===== config.mk =====
export PLATFORM = sky130hd
export DESIGN_NAME = cvcb_queue
export DESIGN_NICKNAME = d
export VERILOG_FILES = /design/src/rtl/conv3x3_clamped_border_assert.svh /design/src/rtl/cvcb_pkg.sv /design/src/rtl/cvcb_queue.sv
export SDC_FILE = /design/constraint.sdc
export NUM_CORES = 1
export LEC_CHECK = 0
export ABC_AREA = 1
export BUFFER_PORTS_ARGS = -buffer_cell sky130_fd_sc_hd__buf_2
export CAP_MARGIN = 20
export CORE_ASPECT_RATIO = 0.9
export CORE_MARGIN = 2
export CORE_UTILIZATION = 25
export DETAILED_ROUTE_END_ITERATION = 8
export GPL_TIMING_DRIVEN = 0
export PLACE_DENSITY = 0.45
export SYNTH_ARGS = -nofsm -noshare
export SYNTH_HDL_FRONTEND = slang
export SYNTH_SLANG_ARGS = --single-unit

===== constraint.sdc =====
create_clock -name clock -period 3.7 [get_ports clock]
set_input_delay 0.185 -clock clock [delete_from_list [all_inputs] [get_ports clock]]
set_output_delay 0.185 -clock clock [all_outputs]
set_load 0.05 [all_outputs]

===== src/rtl/conv3x3_clamped_border_assert.svh =====
// Assertion macros for the 3x3 convolution block.
// Depends on nothing; included by the top level.
`ifndef CONV3X3_CLAMPED_BORDER_ASSERT_SVH
`define CONV3X3_CLAMPED_BORDER_ASSERT_SVH

// same-cycle implication, checked out of reset
`define CVCB_ASSERT_IMPLIES(lbl, clk, rst, a, c) \
   lbl: assert property (@(posedge clk) disable iff (rst) (a) |-> (c)) \
      else $error("assertion failed");

// next-cycle implication, checked out of reset
`define CVCB_ASSERT_NEXT(lbl, clk, rst, a, c) \
   lbl: assert property (@(posedge clk) disable iff (rst) (a) |=> (c)) \
      else $error("assertion failed");

`endif


===== src/rtl/cvcb_pkg.sv =====
// Shared constants and types for the 3x3 convolution block.
// Used by the front, queue, back and top level modules.
package cvcb_pkg;

   localparam int MAX_WIDTH    = 1024;
   localparam int PIXEL_BITS   = 8;
   localparam int COEF_BITS    = 16;
   localparam int COEF_STRIDE  = 16;
   localparam int COL_BITS     = $clog2(MAX_WIDTH);
   localparam int WIDTH_BITS   = 11;
   localparam int ROW_BITS     = 16;
   localparam int KROW_BITS    = 48;
   localparam int SUM_BITS     = 28;
   localparam int PROD_BITS    = PIXEL_BITS + 1 + COEF_BITS;
   localparam int QUEUE_DEPTH  = 4;
   localparam int QPTR_BITS    = $clog2(QUEUE_DEPTH);
   localparam int CSR_IDX_BITS = 3;

   localparam logic [CSR_IDX_BITS-1:0] CSR_WIDTH  = 3'd0;
   localparam logic [CSR_IDX_BITS-1:0] CSR_HEIGHT = 3'd1;
   localparam logic [CSR_IDX_BITS-1:0] CSR_TOP    = 3'd2;
   localparam logic [CSR_IDX_BITS-1:0] CSR_MIDDLE = 3'd3;
   localparam logic [CSR_IDX_BITS-1:0] CSR_BOTTOM = 3'd4;

   // target bits of a request: above-left, above, left, self
   localparam int T_UL = 0;
   localparam int T_U  = 1;
   localparam int T_L  = 2;
   localparam int T_S  = 3;

   typedef logic [2:0][2:0][PIXEL_BITS-1:0] window_type;

   typedef struct packed {
      logic [COL_BITS-1:0]      wlast;
      logic [ROW_BITS-1:0]      hlast;
      logic [2:0][KROW_BITS-1:0] kernel;
   } cfg_type;

   typedef struct packed {
      window_type          win;
      logic [ROW_BITS-1:0] row;
      logic [COL_BITS-1:0] col;
      logic [3:0]          mask;
      logic                row_is0;
      logic                row_is1;
      logic                col_is0;
      logic                col_is1;
   } entry_type;

endpackage


===== src/rtl/cvcb_queue.sv =====
// Short entry queue between the front end and the back end.
// Depends on cvcb_pkg.
module cvcb_queue (
   input  logic                clock,
   input  logic                reset,
   input  logic                push,
   input  cvcb_pkg::entry_type push_entry,
   output logic                full,
   input  logic                pop,
   output logic                valid,
   output cvcb_pkg::entry_type pop_entry
);

   cvcb_pkg::entry_type             slot_ff [cvcb_pkg::QUEUE_DEPTH];
   logic [cvcb_pkg::QPTR_BITS-1:0]  wr_ff, wr_in, rd_ff, rd_in;
   logic [cvcb_pkg::QPTR_BITS:0]    cnt_ff, cnt_in;

   assign full      = (cnt_ff == (cvcb_pkg::QPTR_BITS + 1)'(cvcb_pkg::QUEUE_DEPTH));
   assign valid     = (cnt_ff != '0);
   assign pop_entry = slot_ff[rd_ff];

   always_comb begin
      wr_in  = push ? wr_ff + 1'b1 : wr_ff;
      rd_in  = pop ? rd_ff + 1'b1 : rd_ff;
      cnt_in = cnt_ff;
      if (push && !pop) begin
         cnt_in = cnt_ff + 1'b1;
      end else if (pop && !push) begin
         cnt_in = cnt_ff - 1'b1;
      end
   end

   always_ff @(posedge clock) begin
      if (reset) begin
         wr_ff  <= '0;
         rd_ff  <= '0;
         cnt_ff <= '0;
      end else begin
         wr_ff  <= wr_in;
         rd_ff  <= rd_in;
         cnt_ff <= cnt_in;
      end
   end

   always_ff @(posedge clock) begin
      if (push) begin
         slot_ff[wr_ff] <= push_entry;
      end
   end

endmodule


Word-level counts from Yosys, hierarchy flattened. Memories as Yosys holds them, arrays and structs flattened. A register that Yosys moved wholly into a read port is not among the register bits. Cells that the tools add are included.

Memory bits (writable): 424. Logic and storage cells: 21. Flip-flop bits (word level): 7. Memories kept: 1. Output and inout port bits: 108. Bits of input ports: 110.

Multiplexer cells: 6. Equal/unequal tests: 1. Reductions and logical operators: 6. $add $sub $neg: 4.

Memories: slot_ff (depth 4, width 106, rd ports 1, clocked after Yosys merged registers in 1, wr ports 1, line cvcb_queue.sv:14) `cvcb_pkg::entry_type slot_ff [cvcb_pkg::QUEUE_DEPTH];`.

Operators with widths (number): 3-bit 2-to-1 mux (2); 2-bit by 1-bit adder with 2-bit output, second input constant (2); 2-bit 2-to-1 mux (2); 3-bit by 1-bit adder with 3-bit output, second input constant (1); 3-bit equality test, second input constant (1); 3-bit nonzero test (1); 3-bit by 1-bit subtractor with 3-bit output, second input constant (1); 1-bit logical AND (2); 1-bit logical NOT (2); 1-bit 2-to-1 mux (2); 2-bit nonzero test (1).

Longest topological paths before layout.
Depth in word-level cells: 4. Mapped depth: 10.

Least setup slack after synthesis. No wires, ideal clock.

Kind: register to register. Start: reg wr_ff[0] (netlist bit). End: mem slot_ff[2][0] (netlist bit) (enable). Setup time: 459 ps. Data arrival time: 2634 ps. Stages on the path, launching flop included: 5. Data required time: 3241 ps. Path slack: 607 ps. Clock period less this slack: 3093 ps. Cells stage by stage: dfxtp_1 inv_1 ha_1 nand2_1 inv_1.

RTL lines: start: declaration (line cvcb_queue.sv:15) `logic [cvcb_pkg::QPTR_BITS-1:0] wr_ff, wr_in, rd_ff, rd_in;`; start signal: assignment (line cvcb_queue.sv:39) `wr_ff <= wr_in;`; end: declaration (line cvcb_queue.sv:14).

No word-level cell before the write port.

==> flow_summary.html <==
<table>
<tr><th>Metric</th><th>Value</th></tr>
<tr><th colspan="2">Outcome</th></tr>
<tr><td>Status</td><td>complete, no violations</td></tr>
<tr><th colspan="2">CTS</th></tr>
<tr><td>Clock tree from TritonCTS</td><td>done</td></tr>
<tr><td>Root buffer cell</td><td>sky130_fd_sc_hd__clkbuf_16</td></tr>
<tr><td>Clock-pin slew on the worst setup and hold paths</td><td>0.06 ns</td></tr>
<tr><td>Number of post-CTS setup repair buffers</td><td>0</td></tr>
<tr><td>Number of buffers created by CTS</td><td>48</td></tr>
<tr><td>Max Buffers Root-to-Sink</td><td>3</td></tr>
<tr><td>Number of gates resized after cts</td><td>0</td></tr>
<tr><td>H-tree depth</td><td>2</td></tr>
<tr><td>Clock Latency Late Sink</td><td>0.57 ns</td></tr>
<tr><td>Clock sink count</td><td>433</td></tr>
<tr><td>CTS hold repair buffers</td><td>109</td></tr>
<tr><th colspan="2">Yosys</th></tr>
<tr><td>Post-synth design cell area</td><td>0.0161 sq mm</td></tr>
<tr><td>Warnings, synthesis</td><td>0</td></tr>
<tr><td>Unique masters post-synth</td><td>22</td></tr>
<tr><td>Seq/Total Area, Yosys</td><td>80.1%</td></tr>
<tr><td>Number of nets produced by synthesis</td><td>1199</td></tr>
<tr><td>Multiplexer area fraction after synthesis</td><td>0%</td></tr>
<tr><td>Average cell area after synthesis</td><td>14.9 sq um</td></tr>
<tr><td>Simple-gate share of the synthesized area</td><td>5.43%</td></tr>
<tr><td>XOR/XNOR Fraction of Synth Area</td><td>0.0543%</td></tr>
<tr><td>Adder-cell share of the synthesized area</td><td>0.512%</td></tr>
<tr><td>Cells after Synth</td><td>1083</td></tr>
<tr><td>Main combinational cell family by area after synthesis</td><td>compound AO/OA/AOI/OAI gates</td></tr>
<tr><td>Flop and latch count out of synthesis</td><td>433</td></tr>
<tr><td>Complex-gate fraction of the synthesized area</td><td>10.9%</td></tr>
<tr><th colspan="2">Worst setup path</th></tr>
<tr><td>Largest fanout on the critical path</td><td>10</td></tr>
<tr><td>Minimum setup slack among reg-to-reg paths</td><td>1.74 ns</td></tr>
<tr><td>Path depth of the worst reg2reg path</td><td>5</td></tr>
<tr><td>Timing endpoint of the critical path</td><td>pop_entry[15]</td></tr>
<tr><td>Start of the worst register-to-register path</td><td>wr_ff[1]</td></tr>
<tr><td>Data required time at the worst endpoint</td><td>3.51 ns</td></tr>
<tr><td>Slowest stage cell, crit path</td><td>sky130_fd_sc_hd__clkbuf_1</td></tr>
<tr><td>CP endpoint kind</td><td>output port</td></tr>
<tr><td>Maximum single-stage delay on the critical path</td><td>0.57 ns</td></tr>
<tr><td>R2r endpoint</td><td>slot_ff[1][55]</td></tr>
<tr><td>Arrival @ worst endpoint</td><td>2.95 ns</td></tr>
<tr><td>Crit Path Class</td><td>flip-flop to output port</td></tr>
<tr><td>Startpoint type of the worst setup path</td><td>flip-flop</td></tr>
<tr><td>Cell-by-cell listing of the critical path</td><td>inv_2 &gt; clkbuf_1 &gt; o21ai_0 &gt; o22ai_1 &gt; buf_2</td></tr>
<tr><th colspan="2">Routing</th></tr>
<tr><td>Detailed Route Iter0 Violations</td><td>667</td></tr>
<tr><td>Total DRC errors in the routed layout</td><td>0</td></tr>
<tr><td>Post-detailed-route wirelength per cell</td><td>19.7 um</td></tr>
<tr><td>Routed Antenna Nets</td><td>0</td></tr>
<tr><td>Via-to-Cell Ratio</td><td>4.37</td></tr>
<tr><td>Detailed Route WL</td><td>46200 um</td></tr>
<tr><td>Via count</td><td>10.3k</td></tr>
<tr><td>Number of search-and-repair iterations in the first detailed-routing pass</td><td>6</td></tr>
<tr><th colspan="2">Power</th></tr>
<tr><td>Max rail drop VDD</td><td>0.332 mV</td></tr>
<tr><td>PnR Total Power</td><td>11.6 mW</td></tr>
<tr><td>Power per unit of standard cell area</td><td>557 mW/mm^2</td></tr>
<tr><td>Leak Pwr</td><td>7.23 nW</td></tr>
<tr><th colspan="2">Place</th></tr>
<tr><td>Placer congestion estimate</td><td>0.721</td></tr>
<tr><td>Worst setup slack before clock tree synthesis</td><td>0.963 ns</td></tr>
<tr><td>Total half-perimeter wirelength after legalization and detailed placement</td><td>27200 um</td></tr>
<tr><td>Buffers added on ports</td><td>217</td></tr>
<tr><th colspan="2">Cells and area</th></tr>
<tr><td>Final standard cell utilization of the core</td><td>32.6%</td></tr>
<tr><td>Synth-to-Final Area Change</td><td>29.3%</td></tr>
<tr><td>Final net count</td><td>1579</td></tr>
<tr><td>Ratio of cells with drive above 1 in the final layout</td><td>21.7%</td></tr>
<tr><th colspan="2">Floorplanning</th></tr>
<tr><td>Core footprint</td><td>0.0640 sq mm</td></tr>
<tr><td>Num ports</td><td>218</td></tr>
<tr><td>Die outline area</td><td>0.0665 sq mm</td></tr>
<tr><td>Cell Rows</td><td>88</td></tr>
<tr><td>Starting density of the core</td><td>25.2%</td></tr>
<tr><td>Die height</td><td>245 um</td></tr>
<tr><td>Die W</td><td>272 um</td></tr>
<tr><th colspan="2">STA</th></tr>
<tr><td>Worst Tran Pin Value</td><td>0.689 ns</td></tr>
<tr><td>Worst-case hold slack</td><td>0.311 ns</td></tr>
<tr><td>Worst max-slew margin expressed relative to the limit</td><td>54.0%</td></tr>
<tr><td>Share of the clock period used by the worst path after layout</td><td>84.8%</td></tr>
<tr><td>Final slew viol count</td><td>0</td></tr>
<tr><td>Hold Fails Final Rpt</td><td>0</td></tr>
<tr><td>Achievable frequency</td><td>319 MHz</td></tr>
<tr><td>Number of failing setup endpoints in the final timing report</td><td>0</td></tr>
<tr><td>Setup slack after layout</td><td>0.562 ns</td></tr>
<tr><td>Crit path time final</td><td>3.14 ns</td></tr>
<tr><td>Worst Skew</td><td>0.0150 ns</td></tr>
<tr><td>RSZ-0062 raised after global routing</td><td>false</td></tr>
<tr><td>Setup TNS</td><td>0 ns</td></tr>
<tr><th colspan="2">Global routing</th></tr>
<tr><td>Global route total overflow</td><td>0</td></tr>
<tr><td>Via count of the first global-routing pass</td><td>10.5k</td></tr>
<tr><td>Pin count of the biggest net entering global routing</td><td>71</td></tr>
<tr><td>Wire length of the first global-routing pass</td><td>67400 um</td></tr>
<tr><td>Initial antenna violation count</td><td>4</td></tr>
<tr><td>Overall track demand over capacity in global routing</td><td>13.6%</td></tr>
<tr><th colspan="2">Worst hold path</th></tr>
<tr><td>Worst min-delay path class</td><td>input pin to flip-flop</td></tr>
<tr><th colspan="2">Job</th></tr>
<tr><td>Maximum capacitance violations</td><td>0</td></tr>
</table>
## flip-flops by register name, indices dropped and copies added, names as in the netlist, named ones only
signal	count
slot_ff	424
cnt_ff	3
rd_ff	2
wr_ff	2
## cells by family after synthesis
logic type               after synthesis
flip-flops                           433
AO/OA/AOI/OAI                        326
AND/OR/NAND/NOR                      232
buffers and inverters                 85
adder cells (fa/ha/maj)                6
XOR/XNOR                               1
## layout make-up
class	instances	area, sq um
fill	6323	43100
buffer	68	412
inverter	17	86.3
antenna	3	7.51
multi-input combinational	565	2730
clock buffer	63	1280
sequential	433	12900
clock inverter	15	65.1
tap	855	1070
timing repair buffer	330	2290
## worst max-delay path, delay by kind of cell, from the launching register on
kind / cells / cell delay (ns)
AO/OA/AOI/OAI: 2 / 0.62
buffers and inverters: 3 / 1.25
flip-flops: 1 / 0.50
## metal layers
metal / share of wire [%] / track usage [%]
met1: 46 / 18.5
met2: 47 / 22.1
met3: 5.0 / 2.96
met4: 1.7 / 3.52
met5: 0.058 / 0
## Yosys cell counts
cell                         n  area, sq um
sky130_fd_sc_hd__buf_2      21          105
sky130_fd_sc_hd__edfxtp_1  424        12700
sky130_fd_sc_hd__ha_1        5         62.6
sky130_fd_sc_hd__nor3_1      1         5.00
sky130_fd_sc_hd__fa_1        1         20.0
sky130_fd_sc_hd__inv_4       1         6.26
sky130_fd_sc_hd__nand3_1     1         5.00
sky130_fd_sc_hd__o21ai_0   136          681
sky130_fd_sc_hd__dfxtp_1     9          180
sky130_fd_sc_hd__o21ai_1    81          405
sky130_fd_sc_hd__a21oi_1     3         15.0
sky130_fd_sc_hd__clkbuf_1   24         90.1
sky130_fd_sc_hd__o22ai_1   106          663
sky130_fd_sc_hd__nand2_1    10         37.5
sky130_fd_sc_hd__nand4_1     1         6.26
sky130_fd_sc_hd__clkbuf_2    5         25.0
sky130_fd_sc_hd__buf_6      15          169
sky130_fd_sc_hd__xor2_1      1         8.76
sky130_fd_sc_hd__nor2_1    219          822
sky130_fd_sc_hd__inv_1      15         56.3
sky130_fd_sc_hd__buf_4       3         22.5
sky130_fd_sc_hd__inv_2       1         3.75
## metrics by stage
stage,std cells,cell area (sq um)
5_1_grt,2348,20800
6_report,2349,20900
3_3_place_gp,2155,18300
3_5_place_dp,2159,18400
4_1_cts,2346,20800
2_1_floorplan,1083,16100
## cells in the final DEF, fill, tap and decap left out, drive strengths merged
master	instances
a21oi	3
xor2	1
nor2	219
dlygate4sd3	109
nor3	1
clkinv	15
buf	260
nand4	1
inv	17
clkbuf	92
o21ai	217
dfxtp	9
nand3	1
ha	5
edfxtp	424
fa	1
diode	3
o22ai	106
nand2	10
## worst min-delay path by stage
stage / cells after the start / start / slack [ns] / end
finish: 3 / reset / 0.31 / cnt_ff[0]
global route: 3 / reset / 0.31 / cnt_ff[0]
CTS: 3 / reset / 0.26 / cnt_ff[0]
detailed placement: 2 / reset / 0.36 / cnt_ff[0]
global placement: 2 / reset / 0.36 / cnt_ff[0]
floorplan: 1 / reset / 0.26 / cnt_ff[0]
## power breakdown
| group | switching (mW) | total [mW] | internal (mW) |
|---|---|---|---|
| clock | 1.85 | 4.24 | 2.40 |
| combinational | 1.28 | 1.71 | 0.427 |
| sequential | 0.0493 | 5.66 | 5.61 |
| total | 3.17 | 11.6 | 8.43 |
Note: power is estimated with default switching activity, not from simulation.
