File: config.mk
export PLATFORM = sky130hd
export DESIGN_NAME = cvcb_back
export DESIGN_NICKNAME = d
export VERILOG_FILES = /design/src/rtl/conv3x3_clamped_border_assert.svh /design/src/rtl/cvcb_pkg.sv /design/src/rtl/cvcb_back.sv
export SDC_FILE = /design/constraint.sdc
export NUM_CORES = 2
export LEC_CHECK = 0
export ABC_CLOCK_PERIOD_IN_PS = 20900
export BUFFER_PORTS_ARGS = -buffer_cell sky130_fd_sc_hd__clkbuf_2
export CORE_MARGIN = 2
export CORE_UTILIZATION = 45
export DETAILED_ROUTE_END_ITERATION = 10
export GPL_TIMING_DRIVEN = 0
export PLACE_DENSITY = 0.67
export SLEW_MARGIN = 15
export SYNTH_ARGS = -nofsm -noshare
export SYNTH_HDL_FRONTEND = slang
export SYNTH_SLANG_ARGS = --single-unit
File: constraint.sdc
create_clock -name clock -period 20.9 [get_ports clock]
set_clock_uncertainty 0.15 [all_clocks]
set_input_delay 3.135 -clock clock [delete_from_list [all_inputs] [get_ports clock]]
set_output_delay 3.135 -clock clock [all_outputs]
set_load 0.02 [all_outputs]
File: src/rtl/conv3x3_clamped_border_assert.svh
// Assertion macros for the 3x3 convolution block.
// Depends on nothing; included by the top level.
`ifndef CONV3X3_CLAMPED_BORDER_ASSERT_SVH
`define CONV3X3_CLAMPED_BORDER_ASSERT_SVH

// same-cycle implication, checked out of reset
`define CVCB_ASSERT_IMPLIES(lbl, clk, rst, a, c) \
   lbl: assert property (@(posedge clk) disable iff (rst) (a) |-> (c)) \
      else $error("assertion failed");

// next-cycle implication, checked out of reset
`define CVCB_ASSERT_NEXT(lbl, clk, rst, a, c) \
   lbl: assert property (@(posedge clk) disable iff (rst) (a) |=> (c)) \
      else $error("assertion failed");

`endif

File: src/rtl/cvcb_pkg.sv
// Shared constants and types for the 3x3 convolution block.
// Used by the front, queue, back and top level modules.
package cvcb_pkg;

   localparam int MAX_WIDTH    = 1024;
   localparam int PIXEL_BITS   = 8;
   localparam int COEF_BITS    = 16;
   localparam int COEF_STRIDE  = 16;
   localparam int COL_BITS     = $clog2(MAX_WIDTH);
   localparam int WIDTH_BITS   = 11;
   localparam int ROW_BITS     = 16;
   localparam int KROW_BITS    = 48;
   localparam int SUM_BITS     = 28;
   localparam int PROD_BITS    = PIXEL_BITS + 1 + COEF_BITS;
   localparam int QUEUE_DEPTH  = 4;
   localparam int QPTR_BITS    = $clog2(QUEUE_DEPTH);
   localparam int CSR_IDX_BITS = 3;

   localparam logic [CSR_IDX_BITS-1:0] CSR_WIDTH  = 3'd0;
   localparam logic [CSR_IDX_BITS-1:0] CSR_HEIGHT = 3'd1;
   localparam logic [CSR_IDX_BITS-1:0] CSR_TOP    = 3'd2;
   localparam logic [CSR_IDX_BITS-1:0] CSR_MIDDLE = 3'd3;
   localparam logic [CSR_IDX_BITS-1:0] CSR_BOTTOM = 3'd4;

   // target bits of a request: above-left, above, left, self
   localparam int T_UL = 0;
   localparam int T_U  = 1;
   localparam int T_L  = 2;
   localparam int T_S  = 3;

   typedef logic [2:0][2:0][PIXEL_BITS-1:0] window_type;

   typedef struct packed {
      logic [COL_BITS-1:0]      wlast;
      logic [ROW_BITS-1:0]      hlast;
      logic [2:0][KROW_BITS-1:0] kernel;
   } cfg_type;

   typedef struct packed {
      window_type          win;
      logic [ROW_BITS-1:0] row;
      logic [COL_BITS-1:0] col;
      logic [3:0]          mask;
      logic                row_is0;
      logic                row_is1;
      logic                col_is0;
      logic                col_is1;
   } entry_type;

endpackage

File: src/rtl/cvcb_back.sv
// Back end: walks the targets of each entry and runs the multiply-add pipeline.
// Stages: issue, products, row sums, output register. Depends on cvcb_pkg.
module cvcb_back (
   input  logic                            clock,
   input  logic                            reset,
   input  cvcb_pkg::cfg_type               cfg,
   input  logic                            q_valid,
   input  cvcb_pkg::entry_type             q_entry,
   output logic                            q_pop,
   output logic                            rsp_valid,
   input  logic                            rsp_stall,
   output logic signed [cvcb_pkg::SUM_BITS-1:0] rsp_sum,
   output logic [cvcb_pkg::ROW_BITS-1:0]   rsp_out_row,
   output logic [cvcb_pkg::COL_BITS-1:0]   rsp_out_col,
   output logic                            rsp_last_of_run,
   output logic                            rsp_end_of_image
);

   logic                cur_valid_ff, cur_valid_in;
   cvcb_pkg::entry_type cur_ff;
   logic [3:0]          mask_ff, mask_in;

   logic                a_valid_ff, b_valid_ff, o_valid_ff;
   logic signed [cvcb_pkg::PROD_BITS-1:0] prod_ff [3][3];
   logic signed [cvcb_pkg::SUM_BITS-1:0]  rsum_ff [3];
   logic [cvcb_pkg::ROW_BITS-1:0] a_row_ff, b_row_ff, o_row_ff;
   logic [cvcb_pkg::COL_BITS-1:0] a_col_ff, b_col_ff, o_col_ff;
   logic a_last_ff, b_last_ff, o_last_ff, a_eoi_ff, b_eoi_ff, o_eoi_ff;
   logic signed [cvcb_pkg::SUM_BITS-1:0] o_sum_ff;

   logic       en, up, left, last;
   logic [3:0] sel, rest;
   logic [1:0] ri [3];
   logic [1:0] ci [3];
   logic signed [cvcb_pkg::PROD_BITS-1:0] prod_in [3][3];
   logic signed [cvcb_pkg::COEF_BITS-1:0] coef;
   logic [cvcb_pkg::ROW_BITS-1:0] t_row;
   logic [cvcb_pkg::COL_BITS-1:0] t_col;

   assign en = !(o_valid_ff && rsp_stall);

   always_comb begin
      sel = mask_ff & (~mask_ff + 1'b1);
      rest = mask_ff & ~sel;
      last = (rest == '0);
      up   = sel[cvcb_pkg::T_UL] || sel[cvcb_pkg::T_U];
      left = sel[cvcb_pkg::T_UL] || sel[cvcb_pkg::T_L];
      t_row = up ? cur_ff.row - 1'b1 : cur_ff.row;
      t_col = left ? cur_ff.col - 1'b1 : cur_ff.col;
      if (up) begin
         ri[0] = cur_ff.row_is1 ? 2'd1 : 2'd0;
         ri[1] = 2'd1;
      end else begin
         ri[0] = cur_ff.row_is0 ? 2'd2 : 2'd1;
         ri[1] = 2'd2;
      end
      ri[2] = 2'd2;
      if (left) begin
         ci[0] = cur_ff.col_is1 ? 2'd1 : 2'd0;
         ci[1] = 2'd1;
      end else begin
         ci[0] = cur_ff.col_is0 ? 2'd2 : 2'd1;
         ci[1] = 2'd2;
      end
      ci[2] = 2'd2;
   end

   always_comb begin
      for (int r = 0; r < 3; r++) begin
         for (int c = 0; c < 3; c++) begin
            coef = cfg.kernel[r][c*cvcb_pkg::COEF_STRIDE +: cvcb_pkg::COEF_BITS];
            prod_in[r][c] = $signed({1'b0, cur_ff.win[ri[r]][ci[c]]}) * coef;
         end
      end
   end

   assign q_pop = en && (!cur_valid_ff || last) && q_valid;

   always_comb begin
      cur_valid_in = cur_valid_ff;
      mask_in      = mask_ff;
      if (en) begin
         if (q_pop) begin
            cur_valid_in = 1'b1;
            mask_in      = q_entry.mask;
         end else if (cur_valid_ff && last) begin
            cur_valid_in = 1'b0;
         end else if (cur_valid_ff) begin
            mask_in = rest;
         end
      end
   end

   always_ff @(posedge clock) begin
      if (reset) begin
         cur_valid_ff <= 1'b0;
         mask_ff      <= '0;
         a_valid_ff   <= 1'b0;
         b_valid_ff   <= 1'b0;
         o_valid_ff   <= 1'b0;
      end else begin
         cur_valid_ff <= cur_valid_in;
         mask_ff      <= mask_in;
         if (en) begin
            a_valid_ff <= cur_valid_ff;
            b_valid_ff <= a_valid_ff;
            o_valid_ff <= b_valid_ff;
         end
      end
   end

   always_ff @(posedge clock) begin
      if (q_pop) begin
         cur_ff <= q_entry;
      end
      if (en) begin
         prod_ff   <= prod_in;
         a_row_ff  <= t_row;
         a_col_ff  <= t_col;
         a_last_ff <= last;
         a_eoi_ff  <= sel[cvcb_pkg::T_S];
         for (int r = 0; r < 3; r++) begin
            rsum_ff[r] <= cvcb_pkg::SUM_BITS'(prod_ff[r][0])
                        + cvcb_pkg::SUM_BITS'(prod_ff[r][1])
                        + cvcb_pkg::SUM_BITS'(prod_ff[r][2]);
         end
         b_row_ff  <= a_row_ff;
         b_col_ff  <= a_col_ff;
         b_last_ff <= a_last_ff;
         b_eoi_ff  <= a_eoi_ff;
         o_sum_ff  <= rsum_ff[0] + rsum_ff[1] + rsum_ff[2];
         o_row_ff  <= b_row_ff;
         o_col_ff  <= b_col_ff;
         o_last_ff <= b_last_ff;
         o_eoi_ff  <= b_eoi_ff;
      end
   end

   assign rsp_valid        = o_valid_ff;
   assign rsp_sum          = o_sum_ff;
   assign rsp_out_row      = o_row_ff;
   assign rsp_out_col      = o_col_ff;
   assign rsp_last_of_run  = o_last_ff;
   assign rsp_end_of_image = o_eoi_ff;

endmodule

### Word-level counts from Yosys, hierarchy flattened

Memories as Yosys holds them, arrays and structs flattened.
Cells that the tools add are included.

* bits in registers: 447
* RAM bits: 84
* input bits: 280
* word-level logic and storage cells: 117
* memories: 1

Memories
* rsum_ff: depth 3, width 28, rd ports 3, clocked after memory_dff 0, write ports 3, line cvcb_back.sv:25 `logic signed [cvcb_pkg::SUM_BITS-1:0] rsum_ff [3];`

* $add $sub $neg: 11
* $mul: 9
* $lt $le $gt $ge: 4
* equality and inequality tests: 1
* muxes and demuxes: 30
* bitwise logic cells: 5
* reductions and logical operators: 14

Operator list (count)
* $mul 9x16->25: 9
* $bmux 24 s2: 2
* $bmux 8 s2: 6
* $add 26x25->27: 3
* $add 25x25->26: 3
* $add 28x28->28: 2
* $mux 24: 2
* $mux 8: 6
* $mux 4: 5
* $mux 16: 1
* $sub 16x1->16 const B: 1
* $lt 2x3->1 const B: 4
* $mux 10: 1
* $sub 10x1->10 const B: 1
* $and 4x4->4: 2
* $not 4->4: 2
* $mux 1: 5
* $add 4x1->4 const B: 1
* $logic_and 1x1->1: 4
* $logic_not 4->1: 1
* $mux 2: 2
* $reduce_bool 2->1: 2
* $logic_or 1x1->1: 3
* $reduce_and 3->1: 1
* other kinds (4): 5

### Longest topological paths before layout

* depth after elaboration: 11
* mapped depth: 29

### Worst setup path before layout

No wires, ideal clock.

* kind: in2out
* from: input port rsp_stall
* to: output port q_pop
* data arrival time: 16.955 ns
* required time: 17.615 ns
* slack: 0.660 ns
* stages on the path: 5
* buffers on the path: 1
* path through: and2_1 -> clkbuf_1 -> inv_1 -> nand2_1 -> nor2_1

* longest elaborated chain between the ends: 4

Ends and longest elaborated chain
* start, declared: line cvcb_back.sv:11 `input logic rsp_stall,`
* $logic_and 1x1->1: line cvcb_back.sv:40 `assign en = !(o_valid_ff && rsp_stall);`
* $logic_not 1->1: line cvcb_back.sv:40
* $logic_and 1x1->1 (2 in a row): line cvcb_back.sv:77 `assign q_pop = en && (!cur_valid_ff || last) && q_valid;`
* end, declared: line cvcb_back.sv:9 `output logic q_pop,`

No other way between the ends.

### Final worst setup path

Ends and elaborated chain as after synthesis.

==> key figures <==
Timing
  – Final setup fails: 0
  – Hold Fails Final Rpt: 0
  – Worst-Margin Slew: 1222 ps
  – Tcrit/Tclk final: 0.4015
  – RSZ-0062 raised after global routing: no
  – Max-slew headroom: 0.1623
  – Fin Setup TNS: 0 ps
  – Max Clock Freq: 119.2 MHz
  – Pins Over Slew Limit: 0
  – Hold WS: 256.5 ps
  – Min Tclk post-route: 8391 ps
  – Post-route setup slack: 12510 ps

Critical path
  – Most used cell, CP: clkbuf_2
  – Crit-path cells: clkbuf_2 -> and2_1 -> clkbuf_1 -> inv_8 -> nand2_1 -> nor2_4 -> buf_12 -> clkbuf_2
  – Crit path DAT: 5110 ps
  – R2R cell count: 25
  – Startpoint types: input port
  – Worst Setup End Kind: output pin
  – Worst Setup Path Type: input port to output pin
  – Maximum fanout along the worst path: 58
  – Worst path max stage delay: 500 ps
  – Critical-path cell with the highest stage delay: nor2_4
  – R2r startpoint: mask_ff[0]$_SDFFE_PP0P_
  – Crit path required time: 17620 ps
  – CP Launch Point: rsp_stall

Yosys
  – Avg Inst Size Synth: 10.11 µm²
  – Async S/R FF share, synth: 0
  – #FFs+latches synth: 528
  – Post-synthesis cell type count: 91
  – Mux contribution to synthesized area: 0.004448
  – Dominant cell type by area after synthesis: fa_1
  – Synth top area share: 0.3088
  – Post-Syn Area: 66380 µm²
  – Ys flop type: edfxtp_1
  – Area contributors post-synth: fa_1 31%, edfxtp_1 24%, ha_1 10%, inv_1 8.0%, and2_1 4.9%
  – Post-synthesis adder-cell area fraction: 0.4132
  – Total number of yosys warnings: 0
  – Post-synth EDFFs: 520
  – Post-Syn Nets: 8420
  – Post-synthesis compound-gate area fraction: 0.07788
  – Syn Inst Count: 6563
  – Register area share after synthesis: 0.2376
  – Largest family of logic cells by synthesized area: adder cells
  – Synth Area in Simple Gates: 0.1377
  – Synth Area in XOR/XNOR: 0.04024

Clocking
  – Worst-Skew Late Latency: 680 ps
  – Cell at the root of the clock tree: clkbuf_16
  – Num CTS Buffers: 68
  – Worst-path clk slew: 60 ps
  – Clock net sink count: 528
  – CTS tree: yes
  – CTS max path bufs: 3
  – Cts hold-fix bufs: 0
  – H-tree levels: 3
  – Post_cts resized: 0
  – Post-CTS Repair Setup Buffers: 0

Global routing
  – Vias in the first global route: 48600
  – GR Util All Layers: 0.2337
  – Initial antenna violation count: 20
  – Total grt overflow: 0
  – First-pass GRT wire length: 272200 µm
  – Pin count of the biggest net entering global routing: 107

Final layout
  – Commonest cells after routing, fill and taps aside: 1419 x inv_1, 1024 x fa_1, 683 x nand2_1, 553 x ha_1, 520 x edfxtp_1
  – Nets@finish: 8811
  – Final Util: 0.4989
  – Layout cells sized above 1: 0.07662
  – Commonest non-fill, non-tap cell in the layout: inv_1
  – Area Overhead vs Synth: 9.794%

Die
  – Chip Width: 388.1 µm
  – Die area: 150600 µm²
  – Height of the die: 388.1 µm
  – Ports: 338
  – Initial Util: 0.4544
  – Core area: 146100 µm²
  – FP Rows: 140

Route
  – Initial DRC Count: 3058
  – DR pass1 iterations: 6
  – Drt wl/cell: 19.23 µm
  – WL final: 171900 µm
  – DRC: 0
  – Post-DRT Antenna Nets: 1
  – Avg Vias per Cell: 5.205
  – DR vias: 46520

Flow run
  – Max Cap Viol: 0

Hold path
  – Hold_sp: b_last_ff$_DFFE_PN_
  – Min-Delay Path Depth: 0
  – Worst min path class: flip-flop to flip-flop

Placement
  – Place WS: 12480 ps
  – HPWL after DPL: 145100 µm
  – Buffers added on ports: 310
  – Routability cong.: 0.9537

Status
  – Status: finished, violations left
  – Failing checks: antenna rules
layout make-up:
class	count	area, µm²
fill	13430	73210
multi-input combinational	4493	44770
sequential	528	15780
inverter	1420	5338
tap	1917	2399
timing repair buffer	321	1783
clock buffer	76	1753
buffer	122	568.0
clock inverter	49	471.7
antenna	11	27.53
critical path: cells and delay by family:
family        cells  cell delay, ps
buf+inv           5            1140
simple gates      3             810
stage by stage:
step | std cells | instance area, µm²
5_1_grt | 8928 | 72860
3_5_place_dp | 8801 | 70620
3_3_place_gp | 8790 | 70330
6_report | 8937 | 72880
4_1_cts | 8926 | 72850
2_1_floorplan | 6563 | 66380
state kept, by name (all words and copies together), names as in the netlist, 4 cells and up:
name and flops:
rsp_sum 28, mask_ff 4, cur_ff 102, prod_ff 225
a_row_ff 16, b_row_ff 16, a_col_ff 10, b_col_ff 10
rsp_out_row 16, rsp_out_col 10, rsum_ff 81
synth_stat cells (13+ instances only):
library cell     n
inv_1         1420
fa_1          1024
nand2_1        683
ha_1           553
edfxtp_1       520
and2_1         515
a21oi_1        229
xnor2_1        220
nor2b_1        192
nor2_1         174
o21ai_0        116
a21o_1         108
xor2_1          85
clkbuf_1        72
nand2b_1        52
o21a_1          52
nand3_1         48
nor3_1          40
buf_2           37
and3_1          27
a31oi_1         26
o21bai_1        26
mux2i_1         25
o211ai_1        21
nand4_1         20
a211oi_1        17
o22ai_1         17
o31ai_1         13
kinds of logic (layout without fill, tap and decap cells):
| family | after synthesis | count (layout) |
|---|---|---|
| adder cells (fa/ha/maj) | 1578 | 1578 |
| buffers and inverters | 1542 | 1988 |
| other | 0 | 11 |
| XOR/XNOR | 305 | 305 |
| flip-flops | 528 | 528 |
| AO/OA/AOI/OAI | 775 | 775 |
| AND/OR/NAND/NOR | 1808 | 1808 |
| multiplexers | 27 | 27 |
metal layers:
metal,up-vias,track usage,wire length (µm)
li1,21500,-,-
met1,23320,0.3154,73620
met2,1391,0.3766,78930
met3,303,0.04214,12030
met4,10,0.08709,7212
met5,-,0,59
worst paths after layout:
path / to / slack (ps)
setup / recovery: q_pop / 12510
hold / removal: rsp_last_of_run$_DFFE_PN_ / 260
setup reg to reg: prod_ff[146]$_DFFE_PN_ / 12800
hold reg to reg: rsp_last_of_run$_DFFE_PN_ / 260
Power is not shown: default switching activity piles up to over one toggle a cycle in this logic, so the estimate is an artifact.
